## src/rtl/core/dwma_pkg.sv

```systemverilog
// ----------------------------------------------------------------------------
// dwma_pkg
// Shared constants, state encoding and control bundles for the dual-window
// moving average.
// ----------------------------------------------------------------------------
package dwma_pkg;

   // Sizes of the history ring and the averaging windows
   localparam int HISTORY_DEPTH = 60;
   localparam int SHORT_WINDOW  = 10;
   localparam int SAMPLE_BITS   = 16;
   localparam int HELD_BITS     = 6;

   // Derived widths
   localparam int IDX_BITS  = $clog2(HISTORY_DEPTH);
   localparam int CNT_BITS  = $clog2(HISTORY_DEPTH + 1);
   localparam int SUM_BITS  = SAMPLE_BITS + CNT_BITS;
   localparam int STEP_BITS = $clog2(SUM_BITS + 1);

   // Controller states
   typedef enum logic [2:0] {
      ST_ARM,
      ST_IDLE,
      ST_WALK,
      ST_DIV_S,
      ST_WAIT_S,
      ST_DIV_L,
      ST_WAIT_L,
      ST_OUT
   } state_type;

   // Commands from the controller to the datapath
   typedef struct packed {
      logic store;       // write the accepted sample, step pointers, clear walk
      logic walk;        // read and accumulate history entries
      logic div_start;   // launch the divider
      logic div_long;    // divider operands: long window (else short window)
      logic take_short;  // capture quotient as short average
      logic take_long;   // capture quotient as long average
      logic load_rsp;    // move the averages into the result register
   } cmd_type;

   // Status from the datapath to the controller
   typedef struct packed {
      logic walk_done;   // all held entries accumulated
      logic div_done;    // divider quotient ready
      logic long_needed; // more samples held than the short window
      logic rsp_free;    // result register can take a new transaction
   } status_type;

endpackage

```

## src/rtl/core/dwma_if.sv

```systemverilog
// ----------------------------------------------------------------------------
// dwma_if
// Valid/ready channels for samples and averaged results.
// ----------------------------------------------------------------------------
interface dwma_req_if;
   logic                               valid;
   logic                               ready;
   logic [dwma_pkg::SAMPLE_BITS-1:0]   sample;

   modport source (output valid, output sample, input ready);
   modport sink   (input valid, input sample, output ready);
endinterface

interface dwma_rsp_if;
   logic                               valid;
   logic                               ready;
   logic [dwma_pkg::SAMPLE_BITS-1:0]   avg_short;
   logic [dwma_pkg::SAMPLE_BITS-1:0]   avg_long;
   logic [dwma_pkg::HELD_BITS-1:0]     samples_held;

   modport source (output valid, output avg_short, output avg_long,
                   output samples_held, input ready);
   modport sink   (input valid, input avg_short, input avg_long,
                   input samples_held, output ready);
endinterface

```

## src/rtl/core/dwma_div.sv

```systemverilog
// ----------------------------------------------------------------------------
// dwma_div
// Restoring divider, one quotient bit per cycle. Divides the window sum by
// the window sample count.
// ----------------------------------------------------------------------------
module dwma_div (
   input  logic                            clock,
   input  logic                            reset,
   input  logic                            start,
   input  logic [dwma_pkg::SUM_BITS-1:0]   dividend,
   input  logic [dwma_pkg::CNT_BITS-1:0]   divisor,
   output logic                            done,
   output logic [dwma_pkg::SUM_BITS-1:0]   quotient
);

   logic [dwma_pkg::SUM_BITS-1:0]   quo_ff, quo_in;
   logic [dwma_pkg::CNT_BITS-1:0]   rem_ff, rem_in;
   logic [dwma_pkg::CNT_BITS-1:0]   dvs_ff, dvs_in;
   logic [dwma_pkg::STEP_BITS-1:0]  step_ff, step_in;
   logic                            done_ff, done_in;
   logic [dwma_pkg::CNT_BITS:0]     partial;
   logic [dwma_pkg::CNT_BITS:0]     diff;
   logic                            fits;

   // One restoring step: shift in the next dividend bit, subtract if it fits
   always_comb begin
      partial = {rem_ff, quo_ff[dwma_pkg::SUM_BITS-1]};
      diff    = partial - {1'b0, dvs_ff};
      fits    = (partial >= {1'b0, dvs_ff});

      quo_in  = quo_ff;
      rem_in  = rem_ff;
      dvs_in  = dvs_ff;
      step_in = step_ff;
      done_in = done_ff;

      if (start) begin
         quo_in  = dividend;
         rem_in  = '0;
         dvs_in  = divisor;
         step_in = dwma_pkg::STEP_BITS'(dwma_pkg::SUM_BITS);
         done_in = 1'b0;
      end else if (step_ff != '0) begin
         quo_in  = {quo_ff[dwma_pkg::SUM_BITS-2:0], fits};
         rem_in  = fits ? diff[dwma_pkg::CNT_BITS-1:0] : partial[dwma_pkg::CNT_BITS-1:0];
         step_in = step_ff - dwma_pkg::STEP_BITS'(1);
         done_in = (step_ff == dwma_pkg::STEP_BITS'(1));
      end
   end

   // Control registers
   always_ff @(posedge clock) begin
      if (reset) begin
         step_ff <= '0;
         done_ff <= 1'b0;
      end else begin
         step_ff <= step_in;
         done_ff <= done_in;
      end
   end

   // Working registers
   always_ff @(posedge clock) begin
      quo_ff <= quo_in;
      rem_ff <= rem_in;
      dvs_ff <= dvs_in;
   end

   assign done     = done_ff;
   assign quotient = quo_ff;

endmodule

```

## src/rtl/core/dwma_datapath.sv

```systemverilog
// ----------------------------------------------------------------------------
// dwma_datapath
// History ring memory, write and read pointers, window accumulator, shared
// divider and the result register.
// ----------------------------------------------------------------------------
module dwma_datapath (
   input  logic                               clock,
   input  logic                               reset,
   input  dwma_pkg::cmd_type                  cmd,
   output dwma_pkg::status_type               status,
   input  logic [dwma_pkg::SAMPLE_BITS-1:0]   sample,
   dwma_rsp_if.source                         rsp_chan
);

   localparam logic [dwma_pkg::IDX_BITS-1:0] LAST_IDX =
      dwma_pkg::IDX_BITS'(dwma_pkg::HISTORY_DEPTH - 1);
   localparam logic [dwma_pkg::CNT_BITS-1:0] FULL_CNT =
      dwma_pkg::CNT_BITS'(dwma_pkg::HISTORY_DEPTH);
   localparam logic [dwma_pkg::CNT_BITS-1:0] SHORT_CNT =
      dwma_pkg::CNT_BITS'(dwma_pkg::SHORT_WINDOW);

   // History ring
   logic [dwma_pkg::SAMPLE_BITS-1:0]  history_mem [dwma_pkg::HISTORY_DEPTH];
   logic [dwma_pkg::SAMPLE_BITS-1:0]  rd_data_ff;

   // Pointers and counters
   logic [dwma_pkg::IDX_BITS-1:0]     wr_pos_ff, wr_pos_in;
   logic [dwma_pkg::CNT_BITS-1:0]     held_ff, held_in;
   logic [dwma_pkg::IDX_BITS-1:0]     rd_idx_ff, rd_idx_in;
   logic [dwma_pkg::CNT_BITS-1:0]     issue_cnt_ff, issue_cnt_in;
   logic [dwma_pkg::CNT_BITS-1:0]     acc_cnt_ff, acc_cnt_in;
   logic                              rd_vld_ff, rd_vld_in;
   logic                              rd_en;

   // Sums and averages
   logic [dwma_pkg::SUM_BITS-1:0]     sum_ff, sum_in;
   logic [dwma_pkg::SUM_BITS-1:0]     short_sum_ff, short_sum_in;
   logic [dwma_pkg::SUM_BITS-1:0]     sum_next;
   logic [dwma_pkg::SAMPLE_BITS-1:0]  avg_s_ff, avg_s_in;
   logic [dwma_pkg::SAMPLE_BITS-1:0]  avg_l_ff, avg_l_in;
   logic [dwma_pkg::CNT_BITS-1:0]     short_n;

   // Result register
   logic                              rsp_vld_ff, rsp_vld_in;
   logic [dwma_pkg::SAMPLE_BITS-1:0]  rsp_avg_s_ff, rsp_avg_s_in;
   logic [dwma_pkg::SAMPLE_BITS-1:0]  rsp_avg_l_ff, rsp_avg_l_in;
   logic [dwma_pkg::HELD_BITS-1:0]    rsp_held_ff, rsp_held_in;

   // Divider hookup
   logic [dwma_pkg::SUM_BITS-1:0]     div_dividend;
   logic [dwma_pkg::CNT_BITS-1:0]     div_divisor;
   logic                              div_done;
   logic [dwma_pkg::SUM_BITS-1:0]     div_quotient;

   assign short_n  = (held_ff < SHORT_CNT) ? held_ff : SHORT_CNT;
   assign sum_next = sum_ff + dwma_pkg::SUM_BITS'(rd_data_ff);
   assign rd_en    = cmd.walk && (issue_cnt_ff != held_ff);

   // Pointer, counter and accumulator updates
   always_comb begin
      wr_pos_in    = wr_pos_ff;
      held_in      = held_ff;
      rd_idx_in    = rd_idx_ff;
      issue_cnt_in = issue_cnt_ff;
      acc_cnt_in   = acc_cnt_ff;
      rd_vld_in    = 1'b0;
      sum_in       = sum_ff;
      short_sum_in = short_sum_ff;

      if (cmd.store) begin
         // ring fills downward; newest entry sits at the write pointer
         wr_pos_in    = (wr_pos_ff == '0) ? LAST_IDX : wr_pos_ff - dwma_pkg::IDX_BITS'(1);
         held_in      = (held_ff < FULL_CNT) ? held_ff + dwma_pkg::CNT_BITS'(1) : held_ff;
         rd_idx_in    = wr_pos_in;
         issue_cnt_in = '0;
         acc_cnt_in   = '0;
         sum_in       = '0;
      end else if (cmd.walk) begin
         // issue reads newest to oldest, wrapping at the top of the ring
         if (rd_en) begin
            rd_vld_in    = 1'b1;
            rd_idx_in    = (rd_idx_ff == LAST_IDX) ? '0 : rd_idx_ff + dwma_pkg::IDX_BITS'(1);
            issue_cnt_in = issue_cnt_ff + dwma_pkg::CNT_BITS'(1);
         end
         // accumulate data returned by the memory
         if (rd_vld_ff) begin
            sum_in     = sum_next;
            acc_cnt_in = acc_cnt_ff + dwma_pkg::CNT_BITS'(1);
            if (acc_cnt_in == short_n) begin
               short_sum_in = sum_next;
            end
         end
      end
   end

   // Memory write and registered read
   always_ff @(posedge clock) begin
      if (cmd.store) begin
         history_mem[wr_pos_in] <= sample;
      end
      if (rd_en) begin
         rd_data_ff <= history_mem[rd_idx_ff];
      end
   end

   // Divider operands
   assign div_dividend = cmd.div_long ? sum_ff : short_sum_ff;
   assign div_divisor  = cmd.div_long ? held_ff : short_n;

   dwma_div u_div (
      .clock    (clock),
      .reset    (reset),
      .start    (cmd.div_start),
      .dividend (div_dividend),
      .divisor  (div_divisor),
      .done     (div_done),
      .quotient (div_quotient)
   );

   // Average capture and result register
   always_comb begin
      avg_s_in     = cmd.take_short ? div_quotient[dwma_pkg::SAMPLE_BITS-1:0] : avg_s_ff;
      avg_l_in     = cmd.take_long  ? div_quotient[dwma_pkg::SAMPLE_BITS-1:0] : avg_l_ff;
      rsp_vld_in   = rsp_vld_ff && !rsp_chan.ready;
      rsp_avg_s_in = rsp_avg_s_ff;
      rsp_avg_l_in = rsp_avg_l_ff;
      rsp_held_in  = rsp_held_ff;
      if (cmd.load_rsp) begin
         rsp_vld_in   = 1'b1;
         rsp_avg_s_in = avg_s_ff;
         rsp_avg_l_in = avg_l_ff;
         rsp_held_in  = dwma_pkg::HELD_BITS'(held_ff);
      end
   end

   // Control registers
   always_ff @(posedge clock) begin
      if (reset) begin
         wr_pos_ff    <= '0;
         held_ff      <= '0;
         issue_cnt_ff <= '0;
         acc_cnt_ff   <= '0;
         rd_vld_ff    <= 1'b0;
         rsp_vld_ff   <= 1'b0;
      end else begin
         wr_pos_ff    <= wr_pos_in;
         held_ff      <= held_in;
         issue_cnt_ff <= issue_cnt_in;
         acc_cnt_ff   <= acc_cnt_in;
         rd_vld_ff    <= rd_vld_in;
         rsp_vld_ff   <= rsp_vld_in;
      end
   end

   // Payload registers
   always_ff @(posedge clock) begin
      rd_idx_ff    <= rd_idx_in;
      sum_ff       <= sum_in;
      short_sum_ff <= short_sum_in;
      avg_s_ff     <= avg_s_in;
      avg_l_ff     <= avg_l_in;
      rsp_avg_s_ff <= rsp_avg_s_in;
      rsp_avg_l_ff <= rsp_avg_l_in;
      rsp_held_ff  <= rsp_held_in;
   end

   // Status back to the controller
   assign status.walk_done   = (acc_cnt_ff == held_ff);
   assign status.div_done    = div_done;
   assign status.long_needed = (held_ff > short_n);
   assign status.rsp_free    = !rsp_vld_ff || rsp_chan.ready;

   assign rsp_chan.valid        = rsp_vld_ff;
   assign rsp_chan.avg_short    = rsp_avg_s_ff;
   assign rsp_chan.avg_long     = rsp_avg_l_ff;
   assign rsp_chan.samples_held = rsp_held_ff;

endmodule

```

## src/rtl/core/dwma_ctrl.sv

```systemverilog
// ----------------------------------------------------------------------------
// dwma_ctrl
// Sequencer: arms on the first sample, then per sample stores, walks the ring,
// runs the short and (if over ten are held) long division, hands off the result.
// ----------------------------------------------------------------------------
module dwma_ctrl (
   input  logic                   clock,
   input  logic                   reset,
   input  logic                   req_valid,
   output logic                   req_ready,
   input  dwma_pkg::status_type   status,
   output dwma_pkg::cmd_type      cmd
);

   dwma_pkg::state_type state_ff, state_in;

   // State register
   always_ff @(posedge clock) begin
      if (reset) begin
         state_ff <= dwma_pkg::ST_ARM;
      end else begin
         state_ff <= state_in;
      end
   end

   // Next state and commands
   always_comb begin
      state_in  = state_ff;
      req_ready = 1'b0;
      cmd       = '0;

      case (state_ff)
         dwma_pkg::ST_ARM: begin
            // first transaction only arms the block
            req_ready = 1'b1;
            if (req_valid) begin
               state_in = dwma_pkg::ST_IDLE;
            end
         end
         dwma_pkg::ST_IDLE: begin
            req_ready = 1'b1;
            if (req_valid) begin
               cmd.store = 1'b1;
               state_in  = dwma_pkg::ST_WALK;
            end
         end
         dwma_pkg::ST_WALK: begin
            cmd.walk = 1'b1;
            if (status.walk_done) begin
               state_in = dwma_pkg::ST_DIV_S;
            end
         end
         dwma_pkg::ST_DIV_S: begin
            cmd.div_start = 1'b1;
            state_in      = dwma_pkg::ST_WAIT_S;
         end
         dwma_pkg::ST_WAIT_S: begin
            if (status.div_done) begin
               cmd.take_short = 1'b1;
               if (status.long_needed) begin
                  state_in = dwma_pkg::ST_DIV_L;
               end else begin
                  // both windows cover the same samples
                  cmd.take_long = 1'b1;
                  state_in      = dwma_pkg::ST_OUT;
               end
            end
         end
         dwma_pkg::ST_DIV_L: begin
            cmd.div_start = 1'b1;
            cmd.div_long  = 1'b1;
            state_in      = dwma_pkg::ST_WAIT_L;
         end
         dwma_pkg::ST_WAIT_L: begin
            if (status.div_done) begin
               cmd.take_long = 1'b1;
               state_in      = dwma_pkg::ST_OUT;
            end
         end
         dwma_pkg::ST_OUT: begin
            if (status.rsp_free) begin
               cmd.load_rsp = 1'b1;
               state_in     = dwma_pkg::ST_IDLE;
            end
         end
         default: begin
            state_in = dwma_pkg::ST_ARM;
         end
      endcase
   end

endmodule

```

## src/rtl/core/dual_window_moving_average.sv

```systemverilog
// ----------------------------------------------------------------------------
// dual_window_moving_average
// Short and long truncated moving averages of a Q0.16 utilization stream.
// ----------------------------------------------------------------------------
// The first sample after reset only arms the block and yields no result.
// Every later sample goes into a 60-entry history ring and yields one
// result: the mean of the newest min(10, held) samples, the mean of the
// newest min(60, held) samples, and the number held (1..60). One sample is
// processed at a time. For each sample the block accepts it, walks the
// single-port history memory at one entry per cycle through its registered
// read, runs two passes of a bit-per-cycle 22-bit divider, short window
// then long, and loads the output register. While ten or fewer samples are
// held the second division is skipped. A new sample is accepted while the
// previous result still waits in the output register; the next result then
// waits until that one is taken.
// ----------------------------------------------------------------------------
module dual_window_moving_average (
   input  logic         clock,
   input  logic         reset,
   dwma_req_if.sink     req_chan,
   dwma_rsp_if.source   rsp_chan
);

   dwma_pkg::cmd_type      cmd;
   dwma_pkg::status_type   status;

   // Sequencer
   dwma_ctrl u_ctrl (
      .clock     (clock),
      .reset     (reset),
      .req_valid (req_chan.valid),
      .req_ready (req_chan.ready),
      .status    (status),
      .cmd       (cmd)
   );

   // Ring, accumulator, divider and result register
   dwma_datapath u_datapath (
      .clock    (clock),
      .reset    (reset),
      .cmd      (cmd),
      .status   (status),
      .sample   (req_chan.sample),
      .rsp_chan (rsp_chan)
   );

endmodule

```

## src/flat_wrapper.sv

```systemverilog
// flat-port wrapper written by rule: the top's interface ports become plain ports
module dual_window_moving_average_flat 
  (clock, reset, req_chan_valid, req_chan_sample, req_chan_ready, rsp_chan_valid, rsp_chan_avg_short, rsp_chan_avg_long, rsp_chan_samples_held, rsp_chan_ready);
  dwma_req_if req_chan_i ();
  dwma_rsp_if rsp_chan_i ();
  input  logic clock;
  input  logic reset;
  input wire logic [$bits(req_chan_i.valid)-1:0] req_chan_valid;
  input wire logic [$bits(req_chan_i.sample)-1:0] req_chan_sample;
  output wire logic [$bits(req_chan_i.ready)-1:0] req_chan_ready;
  output wire logic [$bits(rsp_chan_i.valid)-1:0] rsp_chan_valid;
  output wire logic [$bits(rsp_chan_i.avg_short)-1:0] rsp_chan_avg_short;
  output wire logic [$bits(rsp_chan_i.avg_long)-1:0] rsp_chan_avg_long;
  output wire logic [$bits(rsp_chan_i.samples_held)-1:0] rsp_chan_samples_held;
  input wire logic [$bits(rsp_chan_i.ready)-1:0] rsp_chan_ready;
  assign req_chan_i.valid = req_chan_valid;
  assign req_chan_i.sample = req_chan_sample;
  assign req_chan_ready = req_chan_i.ready;
  assign rsp_chan_valid = rsp_chan_i.valid;
  assign rsp_chan_avg_short = rsp_chan_i.avg_short;
  assign rsp_chan_avg_long = rsp_chan_i.avg_long;
  assign rsp_chan_samples_held = rsp_chan_i.samples_held;
  assign rsp_chan_i.ready = rsp_chan_ready;
  dual_window_moving_average u_core (.clock(clock), .reset(reset), .req_chan(req_chan_i), .rsp_chan(rsp_chan_i));
endmodule
```

## config.mk

```make
export PLATFORM = sky130hd
export DESIGN_NAME = dual_window_moving_average_flat
export DESIGN_NICKNAME = d
export VERILOG_FILES = /design/src/rtl/core/dwma_pkg.sv /design/src/rtl/core/dwma_if.sv /design/src/rtl/core/dwma_div.sv /design/src/rtl/core/dwma_datapath.sv /design/src/rtl/core/dwma_ctrl.sv /design/src/rtl/core/dual_window_moving_average.sv /design/src/flat_wrapper.sv
export SDC_FILE = /design/constraint.sdc
export NUM_CORES = 1
export LEC_CHECK = 0
export BUFFER_PORTS_ARGS = -buffer_cell sky130_fd_sc_hd__buf_2
export CORE_AREA = 3 3 281 283
export CTS_CLUSTER_DIAMETER = 60
export DETAILED_ROUTE_END_ITERATION = 10
export DIE_AREA = 0 0 284 286
export MAX_ROUTING_LAYER = met4
export PLACE_DENSITY_LB_ADDON = 0.3
export SYNTH_ARGS = -nofsm -noshare
export SYNTH_HDL_FRONTEND = slang
export SYNTH_SLANG_ARGS = --single-unit
```

## constraint.sdc

```tcl
create_clock -name clock -period 6.9 [get_ports clock]
set_clock_uncertainty 0.2 [all_clocks]
set_input_delay 0.345 -clock clock [delete_from_list [all_inputs] [get_ports clock]]
set_output_delay 0.345 -clock clock [all_outputs]
set_load 0.1 [all_outputs]
```

# Yosys cells after proc, flatten, opt, wreduce, memory -nomap -nowiden
# Memory sizes are Yosys's and may differ from the RTL's. A register that Yosys moved wholly into a read port is not among the register bits.
# Cells that the tools add are included.
dict set report classes {
  n_bitwise 2
  eq_ne 18
  order_cmp 4
  muxes 39
  add_sub_neg 8
  reduce_logical 22
}
# op n
set ops {}
lappend ops {{two-way mux 22 bit} 3}
lappend ops {{two-way mux 6 bit} 9}
lappend ops {{adder 6 x 1 -> 6 bit (second input constant)} 4}
lappend ops {{case mux 3 bit (8 select lines)} 1}
lappend ops {{adder 22 x 16 -> 22 bit} 1}
lappend ops {{two-way mux 3 bit} 6}
lappend ops {{two-way mux 1 bit} 15}
lappend ops {{== test 3 bit (second input constant)} 4}
lappend ops {{== test 6 bit} 2}
lappend ops {{two-way mux 5 bit} 2}
lappend ops {{inequality test 2 bit (second input constant)} 4}
lappend ops {{AND reduction 2 bit} 4}
lappend ops {{OR reduction 2 bit} 4}
lappend ops {{greater-or-equal comparator 7 x 6 -> 1 bit} 1}
lappend ops {{== test 3 x 2 -> 1 bit (second input constant)} 2}
lappend ops {{== test 6 bit (second input constant)} 1}
lappend ops {{> comparator 6 bit} 1}
lappend ops {{zero test 6 bit} 1}
lappend ops {{less-than comparator 6 x 4 -> 1 bit (second input constant)} 1}
lappend ops {{less-than comparator 6 bit (second input constant)} 1}
lappend ops {{inequality test 6 bit} 1}
lappend ops {{AND reduction 6 bit} 1}
lappend ops {{nonzero test 2 bit} 3}
lappend ops {{subtractor 6 x 1 -> 6 bit (second input constant)} 1}
lappend ops {{other kinds (15)} 20}
dict set report totals {
  ff_bits 189
  ram_bits 960
  in_bits 20
  mem_count 1
}
# name words width rd rd_clocked_by_memory_dff write_ports line
set mem_list {}
lappend mem_list {u_core.u_datapath.history_mem 60 16 1 1 1 dwma_datapath.sv:23} ;# logic [dwma_pkg::SAMPLE_BITS-1:0] history_mem [dwma_pkg::HISTORY_DEPTH];

# Depth between registers and ports, before layout
# Gate-level depths: netlist of run 1.
dict set report depth {
  word_depth 6
  depth_mapped 11
  mapped_depth_nobuf 10
}

# Cells and area by module
# From an unflattened synthesis of run 1, not the netlist that was laid out.
dict set report unflattened {
  cells_unflattened 2429
  hier_area_um2 46249.4
}
# module cells_per_inst seq_area_each_um2 area_per_inst_um2 instances
set modules_own_cells {}
lappend modules_own_cells {dwma_datapath 2242 33211.9 44034.7 1}
lappend modules_own_cells {dwma_div 154 1081.0 1966.9 1}
lappend modules_own_cells {dwma_ctrl 33 60.1 247.7 1}

# Worst setup path after synthesis of run 1
# OpenSTA, ideal clock, no wires.
dict set report synth_path {
  path_kind {register to register}
  start {register u_core.u_datapath.held_ff[2] (netlist bit)}
  end {register u_core.u_datapath.short_sum_ff[0] (netlist bit), enable pin}
  t_required_ps 6243
  setup_ps 457
  synth_period_minus_slack_ps 4137
  stages_incl_launch_ff 7
  arrival_time_ps 3480
  slack_ps 2763
  path_cell_list {dfxtp_1 -> clkbuf_1 -> inv_1 -> maj3_1 -> o21ai_0 -> nand3_1 -> nor4_1}
}
dict set report synth_via {
  elab_chain_cells 4
}
# item line
set synth_rtl {}
lappend synth_rtl {{start: declaration} dwma_datapath.sv:28} ;# logic [dwma_pkg::CNT_BITS-1:0] held_ff, held_in;
lappend synth_rtl {{start signal: assignment} dwma_datapath.sv:147} ;# held_ff <= held_in;
lappend synth_rtl {{less-than comparator 6 x 4 -> 1 bit} dwma_datapath.sv:55} ;# assign short_n = (held_ff < SHORT_CNT) ? held_ff : SHORT_CNT;
lappend synth_rtl {{two-way mux 6 bit (*)} dwma_datapath.sv:55}
lappend synth_rtl {{== test 6 bit (*)} dwma_datapath.sv:89} ;# if (acc_cnt_in == short_n) begin
lappend synth_rtl {{AND reduction 4 bit (no source line) (*)} --}
lappend synth_rtl {{end signal: assignment} dwma_datapath.sv:159} ;# short_sum_ff <= short_sum_in;
lappend synth_rtl {{end: declaration} dwma_datapath.sv:37} ;# logic [dwma_pkg::SUM_BITS-1:0] short_sum_ff, short_sum_in;
# Every way passes the cells marked *; elsewhere a longest branch is shown, timed or not.
# A chain may end at the register's enable or synchronous reset.

==> run summary, run 1 <==
total die area - 81200 sq um
Critical Path Fanout Max - 55
root buffer cell - clkbuf_16
clk sink count - 1165
yosys warns - 0
overall power - 15.9 mW
cells after synthesis - 2404
Worst-path clk slew - 0.06 ns
Critical Path RT - 7.08 ns
number of synthesized flops with an enable pin - 1102
initial core utilization - 59.7%
fillers - 4832
DR pass1 iterations - 5
WP data arrival - 4.31 ns
R2R Path Start - u_core.u_datapath.rd_idx_ff[1]$_DFFE_PP_
initial antenna violation count - 4
Gate power share - 10.3%
Synth-to-Final Area Change - 11.9%
via count - 23.8k
hold path depth - 2
sequential share of the synthesized area - 74.7%
CTS tree - yes
vias in the first global route - 23.9k
post-route cell area - 51500 sq um
Hold Path Class - in2reg
row count - 102
Reg2Reg Depth - 6
Placement Cell Area - 47700 sq um
switching power - 3.71 mW
hold path start - req_chan_sample[1]
gpl congestion - 0.886
number of buffers added on ports - 59
switch share - 23.3%
crit path cell chain - buf_4 -> mux4_2 -> mux2i_1 -> nor2_1 -> a21oi_1 -> o221ai_1
# setup viols final - 0
Worst setup SP type - flop
critical path class - reg2reg
fmax - 242 MHz
setup_tns - 0 ns
Mapped Area - 46000 sq um
Worst path max stage delay - 1.10 ns
global router's overall resource usage - 27.2%
CP max stage cell - edfxtp_1
Die H - 286 um
Final Hold Vio Count - 0
Slew Limit Headroom - 15.0%
synth unique cells - 66
Clock Tree Buf Depth - 3
Final #Nets - 2592
count of pins over their slew limit - 0
global-route wire length before repair - 158 mm
Final WS setup - 2.77 ns
mean post-synth cell area - 19.1 sq um
DRC errors left - 0
commonest cells after routing, fill and taps aside - 1102 x edfxtp_1, 264 x mux4_2, 170 x nor2_1
status - finished clean
WL final - 105 mm
cell-internal power - 12.2 mW
antenna-violating nets left - 0
DR iter-0 viols - 2787
Synth Net Count - 2456
fraction of layout instances using a drive strength above 1 - 22.9%
via density per instance - 6.46
Ports - 60
most common cell after layout, fill and taps aside - edfxtp_1
Critical Path End Type - flop
Least-Margin Pin Slew - 1.24 ns
H-tree levels - 3
RSZ-0062 raised after global routing - false
RR Endpoint - u_core.u_datapath.rd_data_ff[11]$_DFFE_PP_
Hold Path End - u_core.u_datapath.history_mem[43][1]$_DFFE_PP_
final core occ - 66.9%
Seq cells post-synth - 1165
dpl ws - 2.82 ns
Worst R2R Setup Slack - 2.77 ns
gr ovfl total - 0
die extent in x - 284 um
largest net degree at the start of global routing - 114
sequential power share - 51.0%
clock share of power - 38.7%
Max Cap Viol - 0
WL/cell - 28.6 um
Crit path max-delay family - flip-flops
Final period util - 59.8%
Buf/Inv on CP - 1
Inserted Clock Buffers - 114
Peak VDD IR - 0.000223 V
post-synthesis async set-or-reset flop share - 0%
Final min period - 4.13 ns
Power per Cell Area - 309 nW/um^2
top_reg_cell synth - edfxtp_1
Leakage Power - 16.8 nW
core area - 77000 sq um
DP Wirelength - 59.6 mm
Clk Latency, worst-skew pair - 0.68 ns
==> repair_timing <==
item | CTS | global route
setup buffers | 0 | 0
gates resized for setup | 0 | 0
endpoints found under the hold margin | 15 | 0
hold buffers | 4 | 0
endpoints found under the setup margin | 0 | 0
==> area by class of cell <==
cell class              instances  area, sq um  area share [%]
flip-flops and latches       1165        34400            66.8
multi-input cells            1071        10900            21.1
clock buffers                 148         3140            6.11
well taps                    1040         1300            2.53
repair buffers                152         1040            2.02
clock inverters                61          593            1.15
inverters                      36          135           0.263
diodes                          5         12.5          0.0243
==> power by group through the flow <==
stage | registers, mW | logic (mW) | clock network [mW]
detailed placement | 8.26 | 1.63 | 0
global placement | 8.25 | 1.59 | 0
global route | 8.13 | 1.78 | 6.54
finish | 8.11 | 1.65 | 6.16
floorplan | 8.19 | 1.17 | 0
CTS | 8.11 | 1.65 | 6.25
==> synth_stat cells (3+ instances only) <==
master	n	area share, %
nor4_1	4	0.054
mux2i_1	42	0.91
nand2b_1	12	0.16
edfxtp_1	1102	72
o21ai_1	14	0.15
and2_1	3	0.041
buf_4	14	0.23
mux4_2	264	13
mux2_2	9	0.22
nor2b_1	15	0.20
o221ai_1	12	0.23
buf_1	10	0.082
buf_2	38	0.41
or3_1	8	0.11
clkbuf_1	64	0.52
nor2_1	170	1.4
nand3_1	25	0.27
and3_1	6	0.082
o21ai_0	31	0.34
o21a_1	6	0.098
a21oi_1	71	0.77
a211oi_1	11	0.18
nand2_1	122	1.0
inv_1	34	0.28
o32a_1	5	0.11
a21o_1	17	0.28
o211ai_1	4	0.065
buf_6	5	0.12
a21boi_1	3	0.049
xnor2_1	33	0.63
nand4_1	13	0.18
o22ai_1	22	0.30
a2111oi_0	3	0.057
ha_1	30	0.82
xor2_1	31	0.59
nor3_1	22	0.24
a31oi_1	22	0.30
a221o_1	7	0.15
dfxtp_1	63	2.7
o22a_1	3	0.057
==> metal layers <==
metal	wire (um)	share of wire [%]	vias up	GRT usage (%)
li1	-	-	9953	-
met1	39000	37	12300	36.2
met2	51700	49	1348	42.6
met3	10700	10	194	5.35
met4	3850	3.7	0	9.89
met5	0	0	-	-
==> logic make-up after synthesis <==
family / synth area share (%)
AO/OA/AOI/OAI: 3.47
XOR/XNOR: 1.22
adder cells (fa/ha/maj): 0.925
buffers and inverters: 1.67
flip-flops: 74.7
multiplexers: 14.1
AND/OR/NAND/NOR: 3.91
==> stage by stage <==
| stage | hold WS [ns] | std cells |
|---|---|---|
| floorplan | 0.200 | 2404 |
| global placement | 0.202 | 3460 |
| detailed placement | 0.205 | 3460 |
| CTS | 0.134 | 3673 |
| global route | 0.131 | 3678 |
| finish | 0.119 | 3678 |
==> sequential cells by signal, summed over array words and instances (netlist names), 3 cells and up <==
register / cells
u_core.u_datapath.u_div.rem_ff: 6
u_core.u_datapath.avg_s_ff: 16
u_core.u_datapath.u_div.dvs_ff: 6
u_core.u_datapath.avg_l_ff: 16
u_core.u_datapath.rd_data_ff: 16
u_core.u_datapath.rsp_chan.avg_short: 16
u_core.u_datapath.u_div.quotient: 22
u_core.u_datapath.history_mem: 960
u_core.u_datapath.wr_pos_ff: 6
u_core.u_datapath.u_div.step_ff: 5
u_core.u_datapath.issue_cnt_ff: 6
u_core.u_datapath.rsp_chan.samples_held: 6
u_core.u_datapath.sum_ff: 22
u_core.u_datapath.acc_cnt_ff: 6
u_core.u_ctrl.state_ff: 3
u_core.u_datapath.short_sum_ff: 22
u_core.u_datapath.rd_idx_ff: 6
u_core.u_datapath.held_ff: 6
u_core.u_datapath.rsp_chan.avg_long: 16
==> worst max-delay path by stage <==
stage | end | slack (ns) | cells after the start | start
floorplan | u_core.u_datapath.short_sum_ff[0]$_DFFE_PP_ | 2.76 | 6 | u_core.u_datapath.held_ff[2]$_SDFFE_PP0P_
global placement | u_core.u_datapath.rd_data_ff[1]$_DFFE_PP_ | 2.82 | 6 | u_core.u_datapath.rd_idx_ff[1]$_DFFE_PP_
detailed placement | u_core.u_datapath.rd_data_ff[11]$_DFFE_PP_ | 2.82 | 6 | u_core.u_datapath.rd_idx_ff[1]$_DFFE_PP_
CTS | u_core.u_datapath.rd_data_ff[11]$_DFFE_PP_ | 2.82 | 6 | u_core.u_datapath.rd_idx_ff[1]$_DFFE_PP_
global route | u_core.u_datapath.rd_data_ff[1]$_DFFE_PP_ | 2.66 | 6 | u_core.u_datapath.rd_idx_ff[1]$_DFFE_PP_
finish | u_core.u_datapath.rd_data_ff[11]$_DFFE_PP_ | 2.77 | 6 | u_core.u_datapath.rd_idx_ff[1]$_DFFE_PP_
No activity file was read; power rests on OpenSTA's default activity.
==> inputs of run 2 (changes only) <==
--- a/config.mk
+++ b/config.mk
@@ -6,10 +6,10 @@
 export NUM_CORES = 1
 export LEC_CHECK = 0
 export BUFFER_PORTS_ARGS = -buffer_cell sky130_fd_sc_hd__buf_2
-export CORE_AREA = 3 3 281 283
+export CORE_AREA = 3 3 288 290
 export CTS_CLUSTER_DIAMETER = 60
 export DETAILED_ROUTE_END_ITERATION = 10
-export DIE_AREA = 0 0 284 286
+export DIE_AREA = 0 0 291 293
 export MAX_ROUTING_LAYER = met4
 export PLACE_DENSITY_LB_ADDON = 0.3
 export SYNTH_ARGS = -nofsm -noshare
==> constraint.sdc (replaced) <==
create_clock -name clock -period 3.75 [get_ports clock]
set_clock_uncertainty 0.2 [all_clocks]
set_input_delay 0.1875 -clock clock [delete_from_list [all_inputs] [get_ports clock]]
set_output_delay 0.1875 -clock clock [all_outputs]
set_load 0.1 [all_outputs]
==> run summary, run 2 (synthesis gave the netlist of run 1 again) <==
status - finished clean
Worst setup SP type - flop
via count - 23.9k
WL/cell - 27.7 um
Final Hold Vio Count - 0
overall power - 29.6 mW
global router's overall resource usage - 25.6%
Clk Latency, worst-skew pair - 0.68 ns
WP data arrival - 3.55 ns
DRC errors left - 0
crit-path most repeated cell - nor2b_1
cell-internal power - 22.8 mW
Inserted Clock Buffers - 113
Clock Tree Buf Depth - 3
Least-Margin Pin Slew - 1.22 ns
Peak VDD IR - 0.000420 V
clock share of power - 38.9%
Gate power share - 10.8%
Die H - 293 um
WL final - 104 mm
Final min period - 3.39 ns
clk sink count - 1165
Hold Path Class - in2reg
setup_tns - 0 ns
Critical Path End Type - flop
Worst path max stage delay - 0.46 ns
max reg flops - 960
fmax - 295 MHz
Critical Path RT - 3.91 ns
core area - 80500 sq um
total die area - 85300 sq um
fillers - 5279
Power per Cell Area - 568 nW/um^2
Final #Nets - 2659
CTS tree - yes
RSZ-0062 raised after global routing - false
gr ovfl total - 0
H-tree levels - 3
fraction of layout instances using a drive strength above 1 - 23.8%
crit path cell chain - inv_1 -> ha_1 -> nor2b_1 -> and3b_1 -> o21a_1 -> o21ai_1 -> nor2b_1 -> nand2_1 -> nor2_1 -> buf_4
Worst-path clk slew - 0.06 ns
CTS Hold Buffers Added - 18
Ports - 60
switching power - 6.84 mW
number of buffers added on ports - 59
DP Wirelength - 65.3 mm
# setup viols final - 0
DR iter-0 viols - 2789
initial antenna violation count - 5
gpl congestion - 0.926
Max Cap Viol - 0
largest net degree at the start of global routing - 82
sequential power share - 50.3%
Final period util - 90.4%
CP max stage cell - dfxtp_1
Leakage Power - 17.2 nW
row count - 104
most common cell after layout, fill and taps aside - edfxtp_1
Largest Register - u_core.u_datapath.history_mem
global-route wire length before repair - 157 mm
count of pins over their slew limit - 0
initial core utilization - 57.1%
PostCTS Resize Cnt - 0
antenna-violating nets left - 0
root buffer cell - clkbuf_16
via density per instance - 6.36
vias in the first global route - 24.1k
Synth-to-Final Area Change - 13.4%
die extent in x - 291 um
DR pass1 iterations - 6
commonest cells after routing, fill and taps aside - 1102 x edfxtp_1, 264 x mux4_2, 170 x nor2_1
Setup Buffers After CTS - 0
critical path class - reg2reg
switch share - 23.1%
Critical Path Fanout Max - 16
Slew Limit Headroom - 18.4%
[run 2: cell types whose count changed in the layout (fill, tap and decap cells not counted), moves of 6 or more]
cell and delta:
clkinv_2 -9, clkinv_1 +10, clkbuf_8 -8, bufinv_16 +6, dlygate4sd3_1 +14, buf_4 +50
[run 2: cell type report]
class	instances	area, sq um	area share [%]
Clock buffer	140	3030	5.82
Inverter	36	135	0.259
Timing Repair Buffer	220	1640	3.14
Multi-Input combinational cell	1071	10900	20.9
Clock inverter	65	762	1.46
Antenna cell	5	12.5	0.0240
Sequential cell	1165	34400	65.9
Tap cell	1060	1330	2.54
[run 2: path summary, 6_finish.rpt]
path	startpoint	endpoint	slack, ns	cells past startpoint
setup / recovery	u_core.u_datapath.wr_pos_ff[0]$_SDFF_PP0_	u_core.u_datapath.history_mem[31][15]$_DFFE_PP_	0.36	10
hold / removal	req_chan_sample[14]	u_core.u_datapath.history_mem[37][14]$_DFFE_PP_	0.08	1
hold reg to reg	u_core.u_datapath.avg_s_ff[13]$_DFFE_PP_	u_core.u_datapath.rsp_chan.avg_short[13]$_DFFE_PP_	0.20	0
setup reg to reg	u_core.u_datapath.wr_pos_ff[0]$_SDFF_PP0_	u_core.u_datapath.history_mem[31][15]$_DFFE_PP_	0.36	10
[run 2: power groups by stage]
| stage | clock network [mW] | registers [mW] | logic [mW] |
|---|---|---|---|
| final | 11.5 | 14.9 | 3.19 |
| after global routing | 12.2 | 14.9 | 3.43 |
| after CTS | 11.7 | 14.9 | 3.19 |
| after detailed placement | 0 | 15.2 | 3.16 |
| after global placement | 0 | 15.1 | 3.07 |
| after floorplan | 0 | 15.1 | 2.15 |
[run 2: layer usage]
| metal | part of all wire, % | global-route usage [%] | vias to the layer above |
|---|---|---|---|
| met5 | 0 | - | - |
| met4 | 3.1 | 7.96 | 0 |
| met3 | 9.2 | 5.22 | 195 |
| met2 | 48 | 39.5 | 1220 |
| met1 | 39 | 35.0 | 12400 |
| li1 | - | - | 10100 |
[run 2: metrics by stage]
step / hold slack [ns] / instance area (sq um) / setup slack, ns / instances / utilization (%)
after floorplan: 0.0660 / 46000 / 0.327 / 2404 / -
after CTS: 0.0328 / 52100 / 0.429 / 3757 / 64.7
after detailed placement: 0.205 / 48100 / 0.471 / 3534 / 59.8
after global routing: 0.0731 / 52100 / 0.213 / 3761 / 64.7
after global placement: 0.202 / 48100 / 0.515 / 3534 / 59.8
final: 0.0837 / 52100 / 0.360 / 3762 / 64.7
[run 2: critical path: cells and delay by family, from the launching register on]
| family | cells | cell delay, ns |
|---|---|---|
| and+or+nand+nor | 5 | 1.22 |
| AOI/OAI and AO/OA | 2 | 0.53 |
| DFF | 1 | 0.46 |
| buffers and inverters | 2 | 0.44 |
| adders and majority gates | 1 | 0.22 |
